===== src/rtl/olist_pkg.sv =====
package olist_pkg;

  localparam int DATA_W           = 32;
  localparam int MODE_W           = 3;
  localparam int STATUS_W         = 2;
  localparam int COUNT_W          = 6;
  localparam int DEFAULT_CAPACITY = 32;

  // Codes six and seven carry no operation; they fall to the default arm.
  typedef enum logic [MODE_W-1:0] {
    MODE_PUSH_FRONT = 3'd0,
    MODE_PUSH_BACK  = 3'd1,
    MODE_POP_FRONT  = 3'd2,
    MODE_REVERSE    = 3'd3,
    MODE_INSERT     = 3'd4,
    MODE_DUMP       = 3'd5
  } mode_t;

  typedef enum logic [STATUS_W-1:0] {
    ST_OK    = 2'd0,
    ST_FULL  = 2'd1,
    ST_EMPTY = 2'd2,
    ST_DUP   = 2'd3
  } status_t;

endpackage


===== src/rtl/olist_if.sv =====
interface olist_item_if import olist_pkg::*; ();
  logic                     valid;
  logic                     ready;
  logic [MODE_W-1:0]        mode;
  logic signed [DATA_W-1:0] item_value;

  modport source (output valid, mode, item_value, input ready);
  modport sink   (input valid, mode, item_value, output ready);
endinterface

interface olist_result_if import olist_pkg::*; ();
  logic                     valid;
  logic                     ready;
  logic signed [DATA_W-1:0] entry_value;
  logic [STATUS_W-1:0]      status;
  logic [COUNT_W-1:0]       entry_count;
  logic                     last;

  modport source (output valid, entry_value, status, entry_count, last, input ready);
  modport sink   (input valid, entry_value, status, entry_count, last, output ready);
endinterface


===== src/rtl/ordered_list_engine.sv =====
// Bounded double-ended list of signed 32-bit values with ordered insert.
//
// Channels: item (sink) carries mode and item_value; result (source) carries
// entry_value, status, entry_count and last. A word moves on valid && ready.
// Every mode yields one result word with last set, except dump, which streams
// every entry from head to tail (one word for an empty list, status empty).
//
// Push, pop, reverse and unused modes pass the update state, then the respond
// state, which raises result valid. Ordered insert makes one forward pass, one
// store read a cycle, finding the insert point and shifting the tail by one
// slot on the way, then responds; the next item is taken only after that.
// Dump sends its first word after the update state, then one word a cycle
// while the receiver takes them.
//
// One item is worked at a time; item.ready is high only between items. The
// result register lets the next item be accepted while a word still waits.
// A stalled receiver holds the result word and freezes a dump in progress.
//
// Reset clears the head pointer, the count and the direction flag; the entry
// store itself is not cleared and needs no clearing pass.
module ordered_list_engine import olist_pkg::*; #(
  parameter int CAPACITY = DEFAULT_CAPACITY
) (
  input  logic           clk,
  input  logic           rst,
  olist_item_if.sink     item,
  olist_result_if.source result
);

  localparam int IDX_W = $clog2(CAPACITY);
  localparam int CNT_W = $clog2(CAPACITY + 1);
  localparam int SUM_W = IDX_W + 1;

  typedef enum logic [2:0] {
    S_IDLE,
    S_EXEC,
    S_INS,
    S_DUMP,
    S_RESP
  } state_t;

  // Physical slot of logical position pos, counted from the head.
  function automatic logic [IDX_W-1:0] slot_at(input logic [IDX_W-1:0] base,
                                               input logic [CNT_W-1:0] pos,
                                               input logic rev);
    logic [SUM_W-1:0] sum;
    if (rev) begin
      sum = {1'b0, base} + SUM_W'(CAPACITY) - SUM_W'(pos);
    end else begin
      sum = {1'b0, base} + SUM_W'(pos);
    end
    if (sum >= SUM_W'(CAPACITY)) begin
      sum = sum - SUM_W'(CAPACITY);
    end
    return sum[IDX_W-1:0];
  endfunction

  function automatic logic [IDX_W-1:0] slot_up(input logic [IDX_W-1:0] s);
    return (s == IDX_W'(CAPACITY - 1)) ? '0 : s + 1'b1;
  endfunction

  function automatic logic [IDX_W-1:0] slot_down(input logic [IDX_W-1:0] s);
    return (s == '0) ? IDX_W'(CAPACITY - 1) : s - 1'b1;
  endfunction

  // List state and sequencer registers
  state_t                   state, state_next;
  logic [IDX_W-1:0]         start, start_next;
  logic [CNT_W-1:0]         fill, fill_next;
  logic                     rev, rev_next;
  mode_t                    cur_mode, cur_mode_next;
  logic signed [DATA_W-1:0] cur_value, cur_value_next;
  status_t                  resp, resp_next;
  logic [CNT_W-1:0]         idx, idx_next;
  logic [IDX_W-1:0]         data_slot, data_slot_next;
  logic signed [DATA_W-1:0] prev, prev_next;
  logic                     have_prev, have_prev_next;
  logic signed [DATA_W-1:0] carry, carry_next;
  logic                     shifting, shifting_next;

  // Result register
  logic                     out_valid, out_valid_next;
  logic signed [DATA_W-1:0] out_value, out_value_next;
  status_t                  out_status, out_status_next;
  logic [CNT_W-1:0]         out_count, out_count_next;
  logic                     out_last, out_last_next;

  // Entry store ports
  logic                     wr_en;
  logic [IDX_W-1:0]         wr_addr;
  logic signed [DATA_W-1:0] wr_data;
  logic                     rd_en;
  logic [IDX_W-1:0]         rd_addr;
  logic signed [DATA_W-1:0] rd_data;

  logic             full;
  logic             out_free;
  logic             at_end;
  logic [IDX_W-1:0] step_slot;
  logic [IDX_W-1:0] front_slot;

  olist_store #(
    .DEPTH  (CAPACITY),
    .ADDR_W (IDX_W)
  ) u_store (
    .clk     (clk),
    .wr_en   (wr_en),
    .wr_addr (wr_addr),
    .wr_data (wr_data),
    .rd_en   (rd_en),
    .rd_addr (rd_addr),
    .rd_data (rd_data)
  );

  assign full       = (fill == CNT_W'(CAPACITY));
  assign out_free   = !out_valid || result.ready;
  assign at_end     = (idx == fill);
  // Next slot toward the tail, and the slot ahead of the head
  assign step_slot  = rev ? slot_down(data_slot) : slot_up(data_slot);
  assign front_slot = rev ? slot_up(start) : slot_down(start);

  assign item.ready         = (state == S_IDLE);
  assign result.valid       = out_valid;
  assign result.entry_value = out_value;
  assign result.status      = out_status;
  assign result.entry_count = COUNT_W'(out_count);
  assign result.last        = out_last;

  always_comb begin
    state_next      = state;
    start_next      = start;
    fill_next       = fill;
    rev_next        = rev;
    cur_mode_next   = cur_mode;
    cur_value_next  = cur_value;
    resp_next       = resp;
    idx_next        = idx;
    data_slot_next  = data_slot;
    prev_next       = prev;
    have_prev_next  = have_prev;
    carry_next      = carry;
    shifting_next   = shifting;
    out_valid_next  = out_valid && !result.ready;
    out_value_next  = out_value;
    out_status_next = out_status;
    out_count_next  = out_count;
    out_last_next   = out_last;
    wr_en           = 1'b0;
    wr_addr         = data_slot;
    wr_data         = carry;
    rd_en           = 1'b0;
    rd_addr         = step_slot;

    case (state)
      S_IDLE: begin
        if (item.valid) begin
          cur_mode_next  = mode_t'(item.mode);
          cur_value_next = item.item_value;
          state_next     = S_EXEC;
        end
      end

      S_EXEC: begin
        resp_next  = ST_OK;
        state_next = S_RESP;
        case (cur_mode)
          MODE_PUSH_FRONT: begin
            if (full) begin
              resp_next = ST_FULL;
            end else begin
              start_next = front_slot;
              wr_en      = 1'b1;
              wr_addr    = front_slot;
              wr_data    = cur_value;
              fill_next  = fill + 1'b1;
            end
          end
          MODE_PUSH_BACK: begin
            if (full) begin
              resp_next = ST_FULL;
            end else begin
              wr_en     = 1'b1;
              wr_addr   = slot_at(start, fill, rev);
              wr_data   = cur_value;
              fill_next = fill + 1'b1;
            end
          end
          MODE_POP_FRONT: begin
            if (fill == '0) begin
              resp_next = ST_EMPTY;
            end else begin
              start_next = rev ? slot_down(start) : slot_up(start);
              fill_next  = fill - 1'b1;
            end
          end
          MODE_REVERSE: begin
            // The tail becomes the head and the walk direction flips.
            if (fill > CNT_W'(1)) begin
              start_next = slot_at(start, fill - 1'b1, rev);
              rev_next   = !rev;
            end
          end
          MODE_INSERT: begin
            rd_en          = 1'b1;
            rd_addr        = start;
            data_slot_next = start;
            idx_next       = '0;
            have_prev_next = 1'b0;
            shifting_next  = 1'b0;
            state_next     = S_INS;
          end
          MODE_DUMP: begin
            if (fill == '0) begin
              resp_next = ST_EMPTY;
            end else begin
              rd_en          = 1'b1;
              rd_addr        = start;
              data_slot_next = start;
              idx_next       = '0;
              state_next     = S_DUMP;
            end
          end
          default: begin
            resp_next = ST_OK;
          end
        endcase
      end

      S_INS: begin
        // rd_data holds the entry at logical position idx unless at_end.
        if (!shifting && !at_end && (rd_data <= cur_value)) begin
          // Walk past entries not greater than the new value.
          prev_next      = rd_data;
          have_prev_next = 1'b1;
          idx_next       = idx + 1'b1;
          data_slot_next = step_slot;
          rd_en          = 1'b1;
        end else if (!shifting) begin
          // Insert point found: drop a duplicate, refuse on full.
          if (have_prev && (prev == cur_value)) begin
            resp_next  = ST_DUP;
            state_next = S_RESP;
          end else if (full) begin
            resp_next  = ST_FULL;
            state_next = S_RESP;
          end else begin
            wr_en   = 1'b1;
            wr_data = cur_value;
            if (at_end) begin
              fill_next  = fill + 1'b1;
              resp_next  = ST_OK;
              state_next = S_RESP;
            end else begin
              carry_next     = rd_data;
              shifting_next  = 1'b1;
              idx_next       = idx + 1'b1;
              data_slot_next = step_slot;
              rd_en          = 1'b1;
            end
          end
        end else begin
          // Shift: write the carried entry one slot down, carry the old one.
          wr_en   = 1'b1;
          wr_data = carry;
          if (at_end) begin
            fill_next  = fill + 1'b1;
            resp_next  = ST_OK;
            state_next = S_RESP;
          end else begin
            carry_next     = rd_data;
            idx_next       = idx + 1'b1;
            data_slot_next = step_slot;
            rd_en          = 1'b1;
          end
        end
      end

      S_DUMP: begin
        if (out_free) begin
          out_valid_next  = 1'b1;
          out_value_next  = rd_data;
          out_status_next = ST_OK;
          out_count_next  = fill;
          out_last_next   = (idx + 1'b1 == fill);
          if (idx + 1'b1 == fill) begin
            state_next = S_IDLE;
          end else begin
            idx_next       = idx + 1'b1;
            data_slot_next = step_slot;
            rd_en          = 1'b1;
          end
        end
      end

      S_RESP: begin
        if (out_free) begin
          out_valid_next  = 1'b1;
          out_value_next  = '0;
          out_status_next = resp;
          out_count_next  = fill;
          out_last_next   = 1'b1;
          state_next      = S_IDLE;
        end
      end

      default: begin
        state_next = S_IDLE;
      end
    endcase
  end

  always_ff @(posedge clk) begin
    if (rst) begin
      state     <= S_IDLE;
      start     <= '0;
      fill      <= '0;
      rev       <= 1'b0;
      out_valid <= 1'b0;
    end else begin
      state     <= state_next;
      start     <= start_next;
      fill      <= fill_next;
      rev       <= rev_next;
      out_valid <= out_valid_next;
    end
    cur_mode   <= cur_mode_next;
    cur_value  <= cur_value_next;
    resp       <= resp_next;
    idx        <= idx_next;
    data_slot  <= data_slot_next;
    prev       <= prev_next;
    have_prev  <= have_prev_next;
    carry      <= carry_next;
    shifting   <= shifting_next;
    out_value  <= out_value_next;
    out_status <= out_status_next;
    out_count  <= out_count_next;
    out_last   <= out_last_next;
  end

`ifndef SYNTHESIS
  // The count never runs past the store depth.
  a_fill_bound: assert property (@(posedge clk) disable iff (rst)
    fill <= CNT_W'(CAPACITY))
    else $error("entry count exceeds capacity");

  // The shift pass writes behind its read pointer: never the same slot at once.
  a_no_rw_collide: assert property (@(posedge clk) disable iff (rst)
    (wr_en && rd_en) |-> (wr_addr != rd_addr))
    else $error("store read and write hit the same slot");

  // A taken word without last leaves the dump still running.
  a_dump_continues: assert property (@(posedge clk) disable iff (rst)
    (out_valid && result.ready && !out_last) |-> (state == S_DUMP))
    else $error("non-final word taken outside a dump");

  // Dump words before the last carry status ok.
  a_dump_status: assert property (@(posedge clk) disable iff (rst)
    (out_valid && !out_last) |-> (out_status == ST_OK))
    else $error("non-final word with non-ok status");

  // The list does not change while waiting for an item.
  a_idle_stable: assert property (@(posedge clk) disable iff (rst)
    (state == S_IDLE) |=> ($stable(fill) && $stable(start) && $stable(rev)))
    else $error("list state changed while idle");
`endif

endmodule


===== src/rtl/olist_store.sv =====
module olist_store import olist_pkg::*; #(
  parameter int DEPTH  = DEFAULT_CAPACITY,
  parameter int ADDR_W = $clog2(DEFAULT_CAPACITY)
) (
  input  logic                     clk,
  input  logic                     wr_en,
  input  logic [ADDR_W-1:0]        wr_addr,
  input  logic signed [DATA_W-1:0] wr_data,
  input  logic                     rd_en,
  input  logic [ADDR_W-1:0]        rd_addr,
  output logic signed [DATA_W-1:0] rd_data
);

  logic signed [DATA_W-1:0] mem [DEPTH];

  always_ff @(posedge clk) begin
    if (wr_en) begin
      mem[wr_addr] <= wr_data;
    end
  end

  // Hold read data until the next read is issued.
  always_ff @(posedge clk) begin
    if (rd_en) begin
      rd_data <= mem[rd_addr];
    end
  end

endmodule

===== src/flat_wrapper.sv =====
// flat-port wrapper written by rule: the top's interface ports become plain ports
module ordered_list_engine_flat import olist_pkg::*;
#(
  parameter int CAPACITY = DEFAULT_CAPACITY
)
  (clk, rst, item_valid, item_mode, item_item_value, item_ready, result_valid, result_entry_value, result_status, result_entry_count, result_last, result_ready);
  olist_item_if item_i ();
  olist_result_if result_i ();
  input  logic clk;
  input  logic rst;
  input wire logic [$bits(item_i.valid)-1:0] item_valid;
  input wire logic [$bits(item_i.mode)-1:0] item_mode;
  input wire logic [$bits(item_i.item_value)-1:0] item_item_value;
  output wire logic [$bits(item_i.ready)-1:0] item_ready;
  output wire logic [$bits(result_i.valid)-1:0] result_valid;
  output wire logic [$bits(result_i.entry_value)-1:0] result_entry_value;
  output wire logic [$bits(result_i.status)-1:0] result_status;
  output wire logic [$bits(result_i.entry_count)-1:0] result_entry_count;
  output wire logic [$bits(result_i.last)-1:0] result_last;
  input wire logic [$bits(result_i.ready)-1:0] result_ready;
  assign item_i.valid = item_valid;
  assign item_i.mode = item_mode;
  assign item_i.item_value = item_item_value;
  assign item_ready = item_i.ready;
  assign result_valid = result_i.valid;
  assign result_entry_value = result_i.entry_value;
  assign result_status = result_i.status;
  assign result_entry_count = result_i.entry_count;
  assign result_last = result_i.last;
  assign result_i.ready = result_ready;
  ordered_list_engine #(.CAPACITY(CAPACITY)) u_core (.clk(clk), .rst(rst), .item(item_i), .result(result_i));
endmodule

===== config.mk =====
export PLATFORM = sky130hd
export DESIGN_NAME = ordered_list_engine_flat
export DESIGN_NICKNAME = d
export VERILOG_FILES = /design/src/rtl/olist_pkg.sv /design/src/rtl/olist_if.sv /design/src/rtl/ordered_list_engine.sv /design/src/rtl/olist_store.sv /design/src/flat_wrapper.sv
export SDC_FILE = /design/constraint.sdc
export NUM_CORES = 1
export LEC_CHECK = 0
export BUFFER_PORTS_ARGS = -buffer_cell sky130_fd_sc_hd__buf_4
export CAP_MARGIN = 10
export CORE_MARGIN = 10
export CORE_UTILIZATION = 45
export DETAILED_ROUTE_END_ITERATION = 12
export HOLD_SLACK_MARGIN = 0.08
export SLEW_MARGIN = 30
export SYNTH_ARGS = -nofsm -noshare
export SYNTH_HDL_FRONTEND = slang
export SYNTH_SLANG_ARGS = --single-unit

===== constraint.sdc =====
create_clock -name clk -period 7.1 [get_ports clk]
set_clock_uncertainty 0.1 [all_clocks]
set_input_delay 1.42 -clock clk [delete_from_list [all_inputs] [get_ports clk]]
set_output_delay 1.42 -clock clk [all_outputs]
set_load 0.03 [all_outputs]

# == After elaboration in Yosys (flattened, before gate mapping) ==
# Memories as Yosys holds them, arrays and structs flattened. A register that Yosys moved wholly into a read port is not among the register bits.
# Index checks and enable logic that the tools add are counted.
# Widths: inputs -> output; s select.
# totals
register_bits,171
memories,1
output_inout_bits,43
ram_bits,1024
elab_cells,233
# classes
n_eq_ne,37
bitwise_logic,1
reduce_logical,35
n_mux,123
order_cmp,4
addsub,14
# memory_table
name,depth,word_bits,rd,rd_ports_with_merged_regs,write_ports,line_no,text
u_core.u_store.mem,32,32,1,1,1,olist_store.sv:14,logic signed [DATA_W-1:0] mem [DEPTH];
# ops
operator,n
$mux 32,11
$mux 6,23
$pmux 32 s2,2
$mux 5,25
$pmux 6 s2,3
$eq 32x32->1,1
$le 32x32->1,1
$mux 3,10
$pmux 5 s2,3
$pmux 5 s3,2
$mux 1,24
$sub 5x1->5 const B,4
$pmux 6 s3,1
$mux 2,8
$pmux 3 s5,1
$ne 2x1->1 const B,7
$reduce_and 7->1,2
$add 5x6->6,2
$add 6x1->6 const B,2
$eq 3x2->1 const B,4
$eq 6x6->1,2
$ge 6x6->1 const B,2
$ne 2x2->1 const B,6
$ne 3x3->1 const B,4
other kinds (30),64

# == Longest topological paths before layout ==
# depth
word_depth,11
mapped_depth,14
ltp_nobuf,12

# == Cells and area by module ==
# A second synthesis with hierarchy kept.
# unflattened
cells_unflattened,3059
area_unflattened_um2,50146.8
# modules_own_cells
module,area_each_um2,n_inst,cells_per_inst,seq_area_each_um2
olist_store,40807.9,1,2260,31710.4
ordered_list_engine,9339.0,1,799,4974.8

# == Least setup slack after synthesis ==
# OpenSTA, ideal clock, no wires.
# synth_timing
path_type,flip-flop to flip-flop
start,"register u_core.u_store.rd_data[20], read port of u_core.u_store.mem"
end,memory u_core.u_store.mem[4][0] (enable)
path_stages_with_launch,10
n_path_buf,0
synth_period_minus_slack_ns,6.007
path_slack_ns,1.093
arrival_ns,5.405
cell_sequence,edfxtp_1 ha_1 nand3_1 or4_1 nand2b_1 o211a_1 o211ai_1 o211ai_1 o22a_1 nor4_1
# synth_via
elab_chain_cells,6
# synth_rtl
item,line_no,text
start: declaration,olist_store.sv:11,output logic signed [DATA_W-1:0] rd_data
$le 32x32->1,ordered_list_engine.sv:231,if (!shifting && !at_end && (rd_data <= cur_value)) begin
$logic_and 1x1->1,ordered_list_engine.sv:231,
$mux 1,ordered_list_engine.sv:231,
$pmux 1 s2,ordered_list_engine.sv:154,case (state)
$mux 1,olist_store.sv:17,if (wr_en) begin
$mux 1 (implied by the code),olist_store.sv:18,mem[wr_addr] <= wr_data;
end: declaration,olist_store.sv:14,
# No other way between the ends.

# == Final worst setup path ==
# layout_timing
start,register u_core.fill[1]
end,"register u_core.u_store.rd_data[9], read port of u_core.u_store.mem (data pin)"
# layout_via
elab_chain_cells,7
elab_cells_between_ends,20
classes_between,3 x eq/ne; 13 x mux; 4 x reduce/logical
# layout_rtl
item,line_no,text
start: declaration,ordered_list_engine.sv:69,"logic [CNT_W-1:0] fill, fill_next;"
start signal: assignment,ordered_list_engine.sv:322,fill <= fill_next;
$eq 6x6->1,ordered_list_engine.sv:117,assign at_end = (idx == fill);
$mux 1,"ordered_list_engine.sv:249, ordered_list_engine.sv:265",
$mux 1,ordered_list_engine.sv:243,end else if (full) begin
$mux 1,ordered_list_engine.sv:240,if (have_prev && (prev == cur_value)) begin
$mux 1,ordered_list_engine.sv:238,end else if (!shifting) begin
$mux 1,ordered_list_engine.sv:231,
$pmux 1 s3,ordered_list_engine.sv:154,
# Several ways; a longest one is shown, not always the timed one.
# A chain may end at the register's enable or synchronous reset.

==> impl_metrics.py <==
metrics = {
    "outcome": {
        "outcome": "finished, final reports clean",
    },
    "logic_synthesis": {
        "syn_area_per_cell_um2": 17.2,
        "synth_top_area_cell": "edfxtp_1",
        "yosysWarnings": 0,
        "synthArstFlopShare": 0,
        "syn-num-nets": 3057,
        "synth_ff_type": "edfxtp_1",
        "ys_seq_elements": 1227,
        "syn_inst": 2955,
        "synth_top_area_share": 0.714,
        "synth_area_um2": 50900,
        "ys_seq_area_frac": 0.720,
        "synth_edf_count": 1211,
        "yosysUniqueCellTypes": 78,
        "synth_area_leaders": "edfxtp_1 71%, mux2i_1 15%, o22ai_1 1.6%, ha_1 1.4%, xnor2_1 0.91%",
    },
    "timing": {
        "min_period_ps": 5400,
        "hold_viol": 0,
        "rsz0062_at_grt": "false",
        "setup_tns_ps": 0,
        "slew_headroom": 0.342,
        "post-route-period-util": 0.761,
        "timing.hold.ws_ps": 398,
        "tightest_slew_ps": 982,
        "finalMaxSlewViolations": 0,
        "setup_viol": 0,
        "fmax_ghz": 0.185,
    },
    "floorplan": {
        "core.rowCount": 123,
        "die_x_um": 356,
        "io_pins": 82,
        "dieArea_um2": 127000,
        "die_height_um": 356,
        "core_region_area_um2": 112000,
        "initial_core_util": 0.453,
    },
    "detailed_routing": {
        "drtIter0Drc": 2547,
        "avgViaCountPerCell": 5.80,
        "ant_nets": 0,
        "drc": 0,
        "routed_wire_length_per_instance_um": 28.0,
        "dr_total_vias": 27300,
        "drt_wl_total_mm": 132,
        "dr.pass1.iters": 7,
    },
    "clock_network": {
        "clock-root-buffer": "clkbuf_16",
        "cts.sinks": 1227,
        "hold_buffers": 0,
        "numCtsBuffers": 121,
        "clkTransAtPathRegs_ps": 60,
        "cts_setup_buffers": 0,
        "clock_tree.buffer_depth": 3,
        "htree_levels": 3,
        "cts_resized": 0,
        "insertion_delay_ps": 730,
        "cts_tree": "built",
    },
    "critical_path": {
        "rr_startpoint": "u_core.fill[1]",
        "ff2ff_path_depth": 13,
        "crit_fanout": 36,
        "start_kind": "register",
        "timing.rr.end": "u_core.u_store.rd_data[9]",
        "end_kind": "register",
        "rrSetupSlack_ps": 1700,
        "worstSetupPathType": "register to register",
        "worst_ep_arrival_time_ps": 5730,
        "critical_path_required_ps": 7430,
    },
    "min_path": {
        "min_delay_path_depth": 0,
        "hp-start": "u_core.u_store.rd_data[0]",
        "hold_class": "register to register",
        "worstHoldEndpoint": "u_core.carry[0]",
    },
    "global_route": {
        "grt_pass1_wl_mm": 189,
        "grt_pass1_vias": 27000,
        "grt_util_all_layers": 0.202,
        "grt_start_max_net_pins": 109,
        "grt_overflow_total": 0,
        "antenna_found_initial": 2,
    },
    "power": {
        "power_w": 0.0279,
        "pwr_density_cell_nw_per_um2": 486,
        "peakVddDrop_mv": 0.913,
        "leakage_nw": 20.4,
    },
    "placement": {
        "portBuffers": 81,
        "place_hpwl_mm": 77.1,
        "place_congestion": 0.918,
    },
    "job": {
        "maxCapViolCount": 0,
    },
    "layout": {
        "n_fill_cell": 9113,
        "antenna_cells": 0,
        "drive_above_1_share": 0.139,
        "area_growth_pct": 12.6,
        "nNetsFinal": 3202,
    },
}
-- kinds of logic (layout without fill, tap and decap cells) --
family                     after synthesis  after routing  synth area share
and+or+nand+nor                        304            304            0.0314
muxes                                  811            811             0.160
buffers and inverters                  205            448            0.0253
xor gates and xnor gates                69             69            0.0119
adders and majority gates               63             63            0.0161
DFF                                   1227           1227             0.720
AOI/OAI and AO/OA                      276            276            0.0351
-- worst max-delay path by stage --
stage	slack, ps	startpoint	end	cells past startpoint
global placement	1270	u_core.fill[1]	u_core.u_store.rd_data[3]	11
CTS	1710	u_core.fill[1]	u_core.u_store.rd_data[9]	13
finish	1700	u_core.fill[1]	u_core.u_store.rd_data[9]	13
global route	1430	u_core.fill[1]	u_core.u_store.rd_data[10]	13
detailed placement	1720	u_core.fill[1]	u_core.u_store.rd_data[9]	13
floorplan	1090	u_core.u_store.rd_data[20]	u_core.u_store.mem[4][0]	9
-- critical path: stages, from the launching register on --
cell and delay, ps:
dfxtp_1 430, inv_1 250, ha_1 390, inv_1 180, o311ai_4 660, nor2_2 100, a21oi_4 120, buf_4 440
buf_4 530, buf_4 610, mux2i_1 160, mux2i_1 240, o22ai_1 170, nor4_2 660
-- per-stage QoR --
step	util	std cells	instance area, um^2	setup WS [ps]
2_1_floorplan	-	2955	50900	1090
3_3_place_gp	0.474	4468	53300	1270
3_5_place_dp	0.476	4475	53500	1720
4_1_cts	0.510	4696	57300	1710
5_1_grt	0.510	4698	57400	1430
6_report	0.510	4698	57400	1700
-- layer usage --
layer | global-route usage | wire (um) | vias up
met5 | 0 | 0 | -
met4 | 0.0588 | 3150 | 0
met3 | 0.0318 | 9050 | 185
met2 | 0.324 | 62000 | 981
met1 | 0.283 | 57400 | 14200
li1 | - | - | 11900
-- sequential cells by signal, summed over array words and instances, names as in the netlist --
register and flops:
u_core.u_store.mem 1024, u_core.carry 32, u_core.cur_value 32, u_core.prev 32, u_core.result.entry_value 32, u_core.u_store.rd_data 32
u_core.fill 6, u_core.idx 6, u_core.result.entry_count 6, u_core.data_slot 5, u_core.start 5, u_core.cur_mode 3
u_core.state 3, u_core.resp 2, u_core.result.status 2, u_core.have_prev 1, u_core.result.last 1, u_core.result.valid 1
u_core.rev 1, u_core.shifting 1
-- cells in the final DEF (no fill, tap or decap), drive strengths merged, types with 7 or more instances in the layout --
| cell | instances |
|---|---|
| o21ai | 38 |
| mux2 | 36 |
| nand2 | 49 |
| nand2b | 12 |
| xnor2 | 53 |
| buf | 166 |
| xor2 | 16 |
| o211ai | 7 |
| a21oi | 36 |
| or2 | 7 |
| nor3 | 27 |
| nor2 | 65 |
| nor4 | 41 |
| mux2i | 775 |
| nor3b | 7 |
| bufinv | 9 |
| dfxtp | 16 |
| edfxtp | 1211 |
| and3 | 8 |
| clkbuf | 151 |
| inv | 64 |
| clkinv | 52 |
| or3 | 8 |
| nand4 | 10 |
| o22ai | 133 |
| ha | 59 |
| nand3 | 17 |
| nor2b | 39 |
-- area by class of cell --
type / instances / area [um^2] / area share
Multi-Input combinational cell: 1523 / 13300 / 0.232
Clock buffer: 150 / 3210 / 0.0559
Sequential cell: 1227 / 36700 / 0.639
Timing Repair Buffer: 167 / 1440 / 0.0251
Clock inverter: 71 / 624 / 0.0109
Inverter: 60 / 225 / 0.00392
Tap cell: 1500 / 1880 / 0.0327
-- power by group --
| part | switching [W] | total [W] | internal [W] |
|---|---|---|---|
| combinational | 0.00732 | 0.0118 | 0.00443 |
| sequential | 0.000392 | 0.00991 | 0.00952 |
| clock | 0.00269 | 0.00620 | 0.00352 |
| total | 0.0104 | 0.0279 | 0.0175 |
-- synthesized netlist by cell type, drive strengths merged, types with 3 or more instances --
library cell and instances:
edfxtp 1211, mux2i 775, o22ai 133, buf 87, nor2 65, ha 59
inv 59, clkbuf 58, xnor2 53, nand2 49, nor4 41, nor2b 39
o21ai 38, a21oi 36, mux2 36, nor3 27, nand3 17, dfxtp 16
xor2 16, nand2b 12, nand4 10, and3 8, or3 8, nor3b 7
o211ai 7, or2 7, a31oi 6, and2 6, o31ai 6, a211oi 5
o21a 5, a21o 4, a221oi 4, fa 4, o32ai 4, a31o 3
o41ai 3
No activity file was read; power rests on OpenSTA's default activity.
